--- config.mk ---
export PLATFORM = sky130hd
export DESIGN_NAME = pft_front_flat
export DESIGN_NICKNAME = d
export VERILOG_FILES = /design/src/rtl/pft_pkg.sv /design/src/rtl/pft_in_if.sv /design/src/rtl/pft_front.sv /design/src/flat_wrapper.sv
export VERILOG_INCLUDE_DIRS = /design/src /design/src/rtl
export SDC_FILE = /design/constraint.sdc
export NUM_CORES = 2
export LEC_CHECK = 0
export BUFFER_PORTS_ARGS = -buffer_cell sky130_fd_sc_hd__buf_2
export CAP_MARGIN = 20
export CORE_ASPECT_RATIO = 0.9
export CORE_MARGIN = 8
export CORE_UTILIZATION = 60
export CTS_CLUSTER_DIAMETER = 30
export DETAILED_ROUTE_END_ITERATION = 10
export GPL_TIMING_DRIVEN = 0
export PLACE_DENSITY = 0.8
export REMOVE_ABC_BUFFERS = 1
export SYNTH_ARGS = -nofsm -noshare
export SYNTH_HDL_FRONTEND = slang
export SYNTH_SLANG_ARGS = --single-unit
--- constraint.sdc ---
create_clock -name clk -period 12.3 [get_ports clk]
set_input_delay 2.46 -clock clk [delete_from_list [all_inputs] [get_ports clk]]
set_output_delay 2.46 -clock clk [all_outputs]
set_load 0.01 [all_outputs]
--- src/rtl/pair_force_table_interpolator_assert.svh ---
// ---------------------------------------------------------------------------
// pair force table interpolator assertion macros
// clocked on clk, disabled while arst_n is low
// ---------------------------------------------------------------------------
`ifndef PAIR_FORCE_TABLE_INTERPOLATOR_ASSERT_SVH
`define PAIR_FORCE_TABLE_INTERPOLATOR_ASSERT_SVH

// condition and consequence in the same cycle
`define PFT_ASSERT_SAME(lbl, ante, cons, msg) \
	lbl: assert property (@(posedge clk) disable iff (!arst_n) (ante) |-> (cons)) \
		else $error(msg);

// consequence in the cycle after the condition
`define PFT_ASSERT_NEXT(lbl, ante, cons, msg) \
	lbl: assert property (@(posedge clk) disable iff (!arst_n) (ante) |=> (cons)) \
		else $error(msg);

`endif

--- src/rtl/pft_pkg.sv ---
// ---------------------------------------------------------------------------
// pft_pkg
// shared constants, register codes and pipeline control type
// ---------------------------------------------------------------------------
package pft_pkg;

	localparam int TABLE_DEPTH_DEF = 1024;
	localparam int VALUE_BITS_DEF  = 32;
	localparam int FRAC_BITS_DEF   = 16;

	localparam int DIST_BITS      = 24;
	localparam int STEP_BITS      = 32;
	localparam int COUNT_BITS     = 11;
	localparam int INDEX_BITS     = 10;
	localparam int POS_FRAC_BITS  = 32;
	localparam int PROD_BITS      = DIST_BITS + STEP_BITS;
	localparam int KIDX_BITS      = PROD_BITS - POS_FRAC_BITS;
	localparam int CFG_INDEX_BITS = 2;
	localparam int CFG_DATA_BITS  = 32;

	localparam logic KIND_LOAD  = 1'b0;
	localparam logic KIND_QUERY = 1'b1;

	localparam logic [CFG_INDEX_BITS-1:0] CFG_MIN_DISTANCE   = 2'd0;
	localparam logic [CFG_INDEX_BITS-1:0] CFG_INVERSE_STEP   = 2'd1;
	localparam logic [CFG_INDEX_BITS-1:0] CFG_ENTRIES_IN_USE = 2'd2;

	localparam logic [DIST_BITS-1:0]  MIN_DISTANCE_RST   = 24'd0;
	localparam logic [STEP_BITS-1:0]  INVERSE_STEP_RST   = 32'h0001_0000;
	localparam logic [COUNT_BITS-1:0] ENTRIES_IN_USE_RST = 11'd1024;

	typedef struct packed {
		logic valid;
		logic query;
		logic below;
		logic zero;
		logic wr_ok;
	} ctl_t;

endpackage

--- src/rtl/pft_in_if.sv ---
// ---------------------------------------------------------------------------
// pft_in_if
// input channel: load and query items
// ---------------------------------------------------------------------------
interface pft_in_if #(
	parameter int VALUE_BITS = pft_pkg::VALUE_BITS_DEF
);
	logic                                valid;
	logic                                ready;
	logic                                kind;
	logic [pft_pkg::INDEX_BITS-1:0]      entry_index;
	logic signed [VALUE_BITS-1:0]        load_force;
	logic signed [VALUE_BITS-1:0]        load_energy;
	logic [pft_pkg::DIST_BITS-1:0]       distance;

	modport source (output valid, kind, entry_index, load_force, load_energy, distance,
		input ready);
	modport sink (input valid, kind, entry_index, load_force, load_energy, distance,
		output ready);
endinterface

--- src/rtl/pft_front.sv ---
// ---------------------------------------------------------------------------
// pft_front
// stages 1 to 3: offset from minimum, position multiply, entry and fraction
// ---------------------------------------------------------------------------
`include "pair_force_table_interpolator_assert.svh"

module pft_front #(
	parameter int TABLE_DEPTH = pft_pkg::TABLE_DEPTH_DEF,
	parameter int VALUE_BITS  = pft_pkg::VALUE_BITS_DEF,
	parameter int FRAC_BITS   = pft_pkg::FRAC_BITS_DEF,
	localparam int ADDR_BITS  = (TABLE_DEPTH > 1) ? $clog2(TABLE_DEPTH) : 1
) (
	input  logic                                clk,
	input  logic                                arst_n,
	pft_in_if.sink                              req,
	input  logic [pft_pkg::DIST_BITS-1:0]       min_distance,
	input  logic [pft_pkg::STEP_BITS-1:0]       inverse_step,
	input  logic [pft_pkg::COUNT_BITS-1:0]      entries_in_use,
	input  logic                                take,
	output pft_pkg::ctl_t                       ctl_s3,
	output logic [FRAC_BITS-1:0]                frac_s3,
	output logic [ADDR_BITS-1:0]                addr_lo_s3,
	output logic [ADDR_BITS-1:0]                addr_hi_s3,
	output logic [ADDR_BITS-1:0]                wr_addr_s3,
	output logic [VALUE_BITS-1:0]               force_s3,
	output logic [VALUE_BITS-1:0]               energy_s3
);

	localparam int KB = pft_pkg::KIDX_BITS;

	pft_pkg::ctl_t ctl_s1, ctl_s2, ctl_in, ctl_nx3;
	logic en1, en2, en3;

	logic [pft_pkg::INDEX_BITS-1:0] idx_s1, idx_s2;
	logic [VALUE_BITS-1:0]          force_s1, force_s2, energy_s1, energy_s2;
	logic [pft_pkg::DIST_BITS-1:0]  pos_s1;
	logic [pft_pkg::PROD_BITS-1:0]  prod_s2;

	logic [KB-1:0] n_ext, n_cap, lim, k, k1;
	logic [FRAC_BITS-1:0] f;
	logic in_range;

	assign en3 = !ctl_s3.valid || take;
	assign en2 = !ctl_s2.valid || en3;
	assign en1 = !ctl_s1.valid || en2;
	assign req.ready = en1;

	always_comb begin
		ctl_in.valid = req.valid;
		ctl_in.query = (req.kind == pft_pkg::KIND_QUERY);
		ctl_in.below = (req.distance < min_distance);
		ctl_in.zero  = 1'b0;
		ctl_in.wr_ok = (32'(req.entry_index) < 32'(TABLE_DEPTH));
	end

	// usable entry count, capped at the table depth
	assign n_ext = KB'(entries_in_use);
	assign n_cap = (n_ext > KB'(TABLE_DEPTH)) ? KB'(TABLE_DEPTH) : n_ext;
	assign lim   = (n_cap >= KB'(2)) ? (n_cap - KB'(1)) : '0;

	assign k  = prod_s2[pft_pkg::PROD_BITS-1 -: KB];
	assign k1 = k + KB'(1);
	assign f  = prod_s2[pft_pkg::POS_FRAC_BITS-1 -: FRAC_BITS];
	assign in_range = (k < lim);

	always_comb begin
		ctl_nx3      = ctl_s2;
		ctl_nx3.zero = ctl_s2.query && !ctl_s2.below && !in_range;
	end

	always_ff @(posedge clk or negedge arst_n) begin
		if (!arst_n) begin
			ctl_s1 <= '0;
			ctl_s2 <= '0;
			ctl_s3 <= '0;
		end else begin
			if (en1) begin
				ctl_s1 <= ctl_in;
			end
			if (en2) begin
				ctl_s2 <= ctl_s1;
			end
			if (en3) begin
				ctl_s3 <= ctl_nx3;
			end
		end
	end

	always_ff @(posedge clk) begin
		if (en1) begin
			idx_s1    <= req.entry_index;
			force_s1  <= req.load_force;
			energy_s1 <= req.load_energy;
			pos_s1    <= req.distance - min_distance;
		end
		if (en2) begin
			idx_s2    <= idx_s1;
			force_s2  <= force_s1;
			energy_s2 <= energy_s1;
			prod_s2   <= pft_pkg::PROD_BITS'(pos_s1) * pft_pkg::PROD_BITS'(inverse_step);
		end
		if (en3) begin
			// below the minimum reads entry 0 at full weight
			frac_s3    <= ctl_s2.below ? '0 : f;
			addr_lo_s3 <= ctl_s2.below ? '0 : ADDR_BITS'(k);
			addr_hi_s3 <= ctl_s2.below ? '0 : ADDR_BITS'(k1);
			wr_addr_s3 <= ADDR_BITS'(idx_s2);
			force_s3   <= force_s2;
			energy_s3  <= energy_s2;
		end
	end

	`PFT_ASSERT_NEXT(a_s1_hold, ctl_s1.valid && !en2, ctl_s1.valid && $stable(pos_s1), "stage 1 item changed while stalled")
	`PFT_ASSERT_NEXT(a_s3_hold, ctl_s3.valid && !take, ctl_s3.valid && $stable(addr_lo_s3) && $stable(frac_s3), "stage 3 item changed while stalled")
	`PFT_ASSERT_SAME(a_s3_flags, ctl_s3.valid, !(ctl_s3.zero && ctl_s3.below) && (ctl_s3.query || !ctl_s3.zero), "inconsistent stage 3 flags")

endmodule

--- src/flat_wrapper.sv ---
// flat-port wrapper written by rule: the top's interface ports become plain ports
module pft_front_flat 
#(
	parameter int TABLE_DEPTH = pft_pkg::TABLE_DEPTH_DEF,
	parameter int VALUE_BITS  = pft_pkg::VALUE_BITS_DEF,
	parameter int FRAC_BITS   = pft_pkg::FRAC_BITS_DEF,
	localparam int ADDR_BITS  = (TABLE_DEPTH > 1) ? $clog2(TABLE_DEPTH) : 1
)
  (clk, arst_n, min_distance, inverse_step, entries_in_use, take, ctl_s3, frac_s3, addr_lo_s3, addr_hi_s3, wr_addr_s3, force_s3, energy_s3, req_valid, req_kind, req_entry_index, req_load_force, req_load_energy, req_distance, req_ready);
  pft_in_if #(.VALUE_BITS(VALUE_BITS)) req_i ();
  input  logic clk;
  input  logic arst_n;
  input  logic [pft_pkg::DIST_BITS-1:0] min_distance;
  input  logic [pft_pkg::STEP_BITS-1:0] inverse_step;
  input  logic [pft_pkg::COUNT_BITS-1:0] entries_in_use;
  input  logic take;
  output pft_pkg::ctl_t ctl_s3;
  output logic [FRAC_BITS-1:0] frac_s3;
  output logic [ADDR_BITS-1:0] addr_lo_s3;
  output logic [ADDR_BITS-1:0] addr_hi_s3;
  output logic [ADDR_BITS-1:0] wr_addr_s3;
  output logic [VALUE_BITS-1:0] force_s3;
  output logic [VALUE_BITS-1:0] energy_s3;
  input wire logic [$bits(req_i.valid)-1:0] req_valid;
  input wire logic [$bits(req_i.kind)-1:0] req_kind;
  input wire logic [$bits(req_i.entry_index)-1:0] req_entry_index;
  input wire logic [$bits(req_i.load_force)-1:0] req_load_force;
  input wire logic [$bits(req_i.load_energy)-1:0] req_load_energy;
  input wire logic [$bits(req_i.distance)-1:0] req_distance;
  output wire logic [$bits(req_i.ready)-1:0] req_ready;
  assign req_i.valid = req_valid;
  assign req_i.kind = req_kind;
  assign req_i.entry_index = req_entry_index;
  assign req_i.load_force = req_load_force;
  assign req_i.load_energy = req_load_energy;
  assign req_i.distance = req_distance;
  assign req_ready = req_i.ready;
  pft_front #(.TABLE_DEPTH(TABLE_DEPTH), .VALUE_BITS(VALUE_BITS), .FRAC_BITS(FRAC_BITS)) u_core (.clk(clk), .arst_n(arst_n), .req(req_i), .min_distance(min_distance), .inverse_step(inverse_step), .entries_in_use(entries_in_use), .take(take), .ctl_s3(ctl_s3), .frac_s3(frac_s3), .addr_lo_s3(addr_lo_s3), .addr_hi_s3(addr_hi_s3), .wr_addr_s3(wr_addr_s3), .force_s3(force_s3), .energy_s3(energy_s3));
endmodule
=== Word level (Yosys, flattened, before mapping) ===
Cells that the tools add are included.

* Bits in registers: 351
* Bits of input ports: 170
* Output and inout port bits: 116
* Logic and storage cells: 47

* Add/sub/neg operators: 3
* Multipliers: 1
* Magnitude comparators: 4
* Muxes and demuxes: 2
* Reductions and logical operators: 10

{| class="wikitable"
|+ Operator list
! cell !! number
|-
| 24-bit by 32-bit multiplier with 56-bit output || 1
|-
| 24-bit less-than comparator || 2
|-
| 24-bit by 2-bit >= comparator with 1-bit output (second input constant) || 1
|-
| 24-bit 2-to-1 mux || 1
|-
| 24-bit by 1-bit subtractor with 24-bit output (second input constant) || 1
|-
| 24-bit subtractor || 1
|-
| 11-bit > comparator (second input constant) || 1
|-
| 11-bit 2-to-1 mux || 1
|-
| 10-bit by 1-bit adder with 10-bit output (second input constant) || 1
|-
| 1-bit logical NOT || 5
|-
| 1-bit logical OR || 3
|-
| 1-bit logical AND || 2
|}

=== Depth between registers and ports, before layout ===
* Depth in word-level cells: 7
* Depth in mapped cells: 26
* Mapped depth without buffers: 24

=== Worst setup path after synthesis ===
No wires, ideal clock.

* Path type: input port to flip-flop
* Start: input port inverse_step[10] (netlist bit)
* End: register u_core.prod_s2[41] (netlist bit), data pin
* Library setup time: 266 ps
* Arrival: 8,556 ps
* Required time: 12,034 ps
* Path slack: 3,478 ps
* Stages on the path: 24
* Buffers on the path: 1
* Cells stage by stage: clkbuf_1 > nand2_1 > fa_1 > fa_1 > inv_1 > fa_1 > inv_1 > fa_1 > inv_1 > fa_1 > fa_1 > inv_1 > fa_1 > inv_1 > ha_1 > a21oi_1 > o211ai_1 > inv_1 > nand3_1 > a31o_2 > o41a_1 > a31oi_2 > o221ai_1 > xor2_1

* Cells in the longest elaborated chain, start to end: 1

{| class="wikitable"
|+ RTL lines
! item !! RTL line !! RTL
|-
| start: declaration || flat_wrapper.sv:14 || <nowiki>input logic [pft_pkg::STEP_BITS-1:0] inverse_step;</nowiki>
|-
| 24-bit by 32-bit multiplier with 56-bit output || pft_front.sv:100 || <nowiki>prod_s2 <= pft_pkg::PROD_BITS'(pos_s1) * pft_pkg::PROD_BITS'(inverse_step);</nowiki>
|-
| end signal: assignment || pft_front.sv:100 ||
|-
| end: declaration || pft_front.sv:37 || <nowiki>logic [pft_pkg::PROD_BITS-1:0] prod_s2;</nowiki>
|}

No other way between the ends.
A chain may end at the register's enable or synchronous reset.

=== Worst setup path in the final report ===
* Start: input port inverse_step[24] (netlist bit)
* End: register u_core.prod_s2[55] (netlist bit), data pin

Same word-level chain as after synthesis.

==> flow_summary.json <==
{
  "holdPathEnd": "u_core.energy_s3[18]",
  "clk_pin_slew_ns": 0.06,
  "start_kind": "input port",
  "dieArea_sq_um": 69300,
  "area_growth_pct": 11.0,
  "holdBufCountCts": 0,
  "worst_skew_pair.late_latency_ns": 0.54,
  "cp.arrival_ns": 10.18,
  "report.final.slew_viol_count": 0,
  "ys_seq_elements": 335,
  "root_buffer": "clkbuf_16",
  "synth-main-ff-cell": "edfxtp_1",
  "crit_fanout": 24,
  "fin_nets": 4690,
  "port_buffers": 285,
  "coreArea_sq_um": 60800,
  "grt_pass1_wl_um": 146000,
  "min_path_cells": 0,
  "grtUsageMet3_pct": 7.11,
  "worstPathRequired_ns": 12.58,
  "numClockSinks": 335,
  "vias": 24800,
  "reg2regPathDepth": 23,
  "dr.pass1.iters": 5,
  "drc": 0,
  "ys_warn_count": 0,
  "initialDrtViolationCount": 2028,
  "grt.busiest_layer": "met2",
  "rows": 86,
  "reg2reg_setup_slack_ns": 3.83,
  "antenna_found_initial": 11,
  "async_reset_ff_share_pct": 3.88,
  "grt.overflow.total": 0,
  "end_kind": "flip-flop",
  "synthTopCellsByArea": "fa_1, edfxtp_1, inv_1",
  "timing.max_cap.violations": 0,
  "cts_resized": 0,
  "met1_usage_pct": 32.9,
  "setup_viol": 0,
  "hold_viol": 0,
  "place_ws_ns": 2.13,
  "grt_max_degree": 72,
  "wl_per_cell_um": 20.5,
  "cts.path.max_buffers": 3,
  "status": "finished clean",
  "fin_worst_skew_ns": 0.0165,
  "r2r_start": "u_core.pos_s1[9]",
  "finalCritPeriodShare_pct": 80.5,
  "h-tree-depth": 2,
  "synth_edf_count": 322,
  "worstReg2RegEnd": "u_core.prod_s2[55]",
  "fmax_mhz": 101,
  "syn_inst": 3429,
  "use_met2_pct": 44.9,
  "pin_count": 286,
  "min_path_type": "flip-flop to flip-flop",
  "hp-start": "u_core.energy_s2[18]",
  "die_y_um": 251,
  "post-route-worst-setup-slack_ns": 2.40,
  "drive_gt1_share_pct": 11.2,
  "viasPerCell": 5.56,
  "synth_area_sq_um": 36700,
  "track_usage_pct": 26.7,
  "worstMarginPinSlew_ns": 1.17,
  "yosysSeqAreaShare_pct": 27.3,
  "synth_cell_types": 65,
  "first_global_vias": 27400,
  "hpwlAfterDp_um": 69600,
  "fin_tns_setup_ns": 0,
  "layout_min_cycle_time_ns": 9.90,
  "numCtsBuffers": 40,
  "cts_tree": "yes",
  "drt-total-wl_um": 91300,
  "ys_top_cells_by_count": "inv_1, fa_1, nand2_1, and2_1, edfxtp_1",
  "place_congestion": 0.877,
  "ant_nets": 0,
  "path_class": "input port to flip-flop",
  "slew_headroom_pct": 22.3,
  "postSynthAreaPerCell_sq_um": 10.7,
  "cts_setup_buffers": 0,
  "yosysMostFrequentCell": "inv_1",
  "initial_core_util_pct": 60.3,
  "dieWidth_um": 277,
  "yosys.area.top_type_share_pct": 35.9,
  "rsz0062_at_grt": "no",
  "yosysTopAreaCell": "fa_1"
}
[how the worst max path moves through the flow]
stage,from,endpoint,cells past startpoint
floorplan,inverse_step[7],u_core.prod_s2[41],24
CTS,inverse_step[28],u_core.prod_s2[55],24
global placement,take,req_ready,4
detailed placement,inverse_step[28],u_core.prod_s2[55],24
global route,inverse_step[27],u_core.prod_s2[55],24
finish,inverse_step[24],u_core.prod_s2[55],24
[flip-flops by register name (all words and copies together) (netlist names)]
| register | count |
|---|---|
| u_core.idx_s2 | 10 |
| u_core.frac_s3 | 16 |
| u_core.energy_s3 | 32 |
| u_core.prod_s2 | 40 |
| u_core.force_s1 | 32 |
| u_core.addr_lo_s3 | 10 |
| u_core.ctl_s1 | 4 |
| u_core.energy_s2 | 32 |
| u_core.force_s2 | 32 |
| u_core.force_s3 | 32 |
| u_core.energy_s1 | 32 |
| u_core.wr_addr_s3 | 10 |
| u_core.idx_s1 | 10 |
| u_core.pos_s1 | 24 |
| u_core.ctl_s3 | 5 |
| u_core.addr_hi_s3 | 10 |
| u_core.ctl_nx3 | 4 |
[routing by layer]
layer	share of wire, %	wire length (um)	vias to the layer above
li1	-	-	10900
met1	37	33900	12500
met2	48	44100	1223
met3	10	9300	293
met4	4.3	3960	2
met5	0.011	10	-
[cells in the final DEF, fill, tap and decap left out, drive strengths merged, types with 14 or more instances in the layout]
master and instances:
nand2 439, buf 314, a21o 45, edfxtp 322, fa 658, nor3 18
o21ai 48, ha 228, xor2 29, nand3 21, clkinv 14, inv 772
nor2b 32, xnor2 38, clkbuf 45, nor2 42, and2 381, a21oi 63
nand2b 14
[worst max-delay path, cell delays in order]
cell and delay, ns:
buf_2 0.52, nand2_1 0.18, fa_1 0.59, inv_1 0.05, fa_1 0.47, inv_1 0.05
fa_1 0.51, inv_1 0.06, fa_1 0.55, fa_1 0.43, fa_1 0.49, inv_1 0.05
fa_1 0.59, inv_1 0.07, ha_1 0.40, and3_1 0.25, nand2_1 0.16, nand4b_1 0.37
a211oi_1 0.83, a211oi_2 0.22, nor4_4 0.41, o31ai_1 0.14, a21oi_1 0.20, xnor2_1 0.08
[kinds of logic after synthesis]
kind of cell | after synthesis | share of synthesized area [%]
xor gates and xnor gates | 67 | 1.60
adders and majority gates | 886 | 43.7
buffers and inverters | 914 | 9.38
and+or+nand+nor | 992 | 13.7
AOI/OAI and AO/OA | 227 | 4.12
DFF | 335 | 27.3
muxes | 8 | 0.246
[area by class of cell]
cell class,count,area [sq um]
timing repair buffer,314,2150
antenna,4,10.0
inverter,763,2870
tap,792,991
multi-input combinational,2180,23300
clock inverter,29,393
clock buffer,45,1040
sequential,335,9990
fill,4450,20100
[metrics by stage]
step                instance area (sq um)  utilization (%)  hold WS (ns)  cells
finish                              40700             67.0         0.413   4462
global route                        40700             67.0         0.416   4461
CTS                                 40600             66.8         0.415   4455
detailed placement                  39200             64.5         0.405   4381
global placement                    38500             63.4         0.400   4355
floorplan                           36100                -         0.400   3278
Power is not shown: default switching activity piles up to over one toggle a cycle in this logic, so the estimate is an artifact.
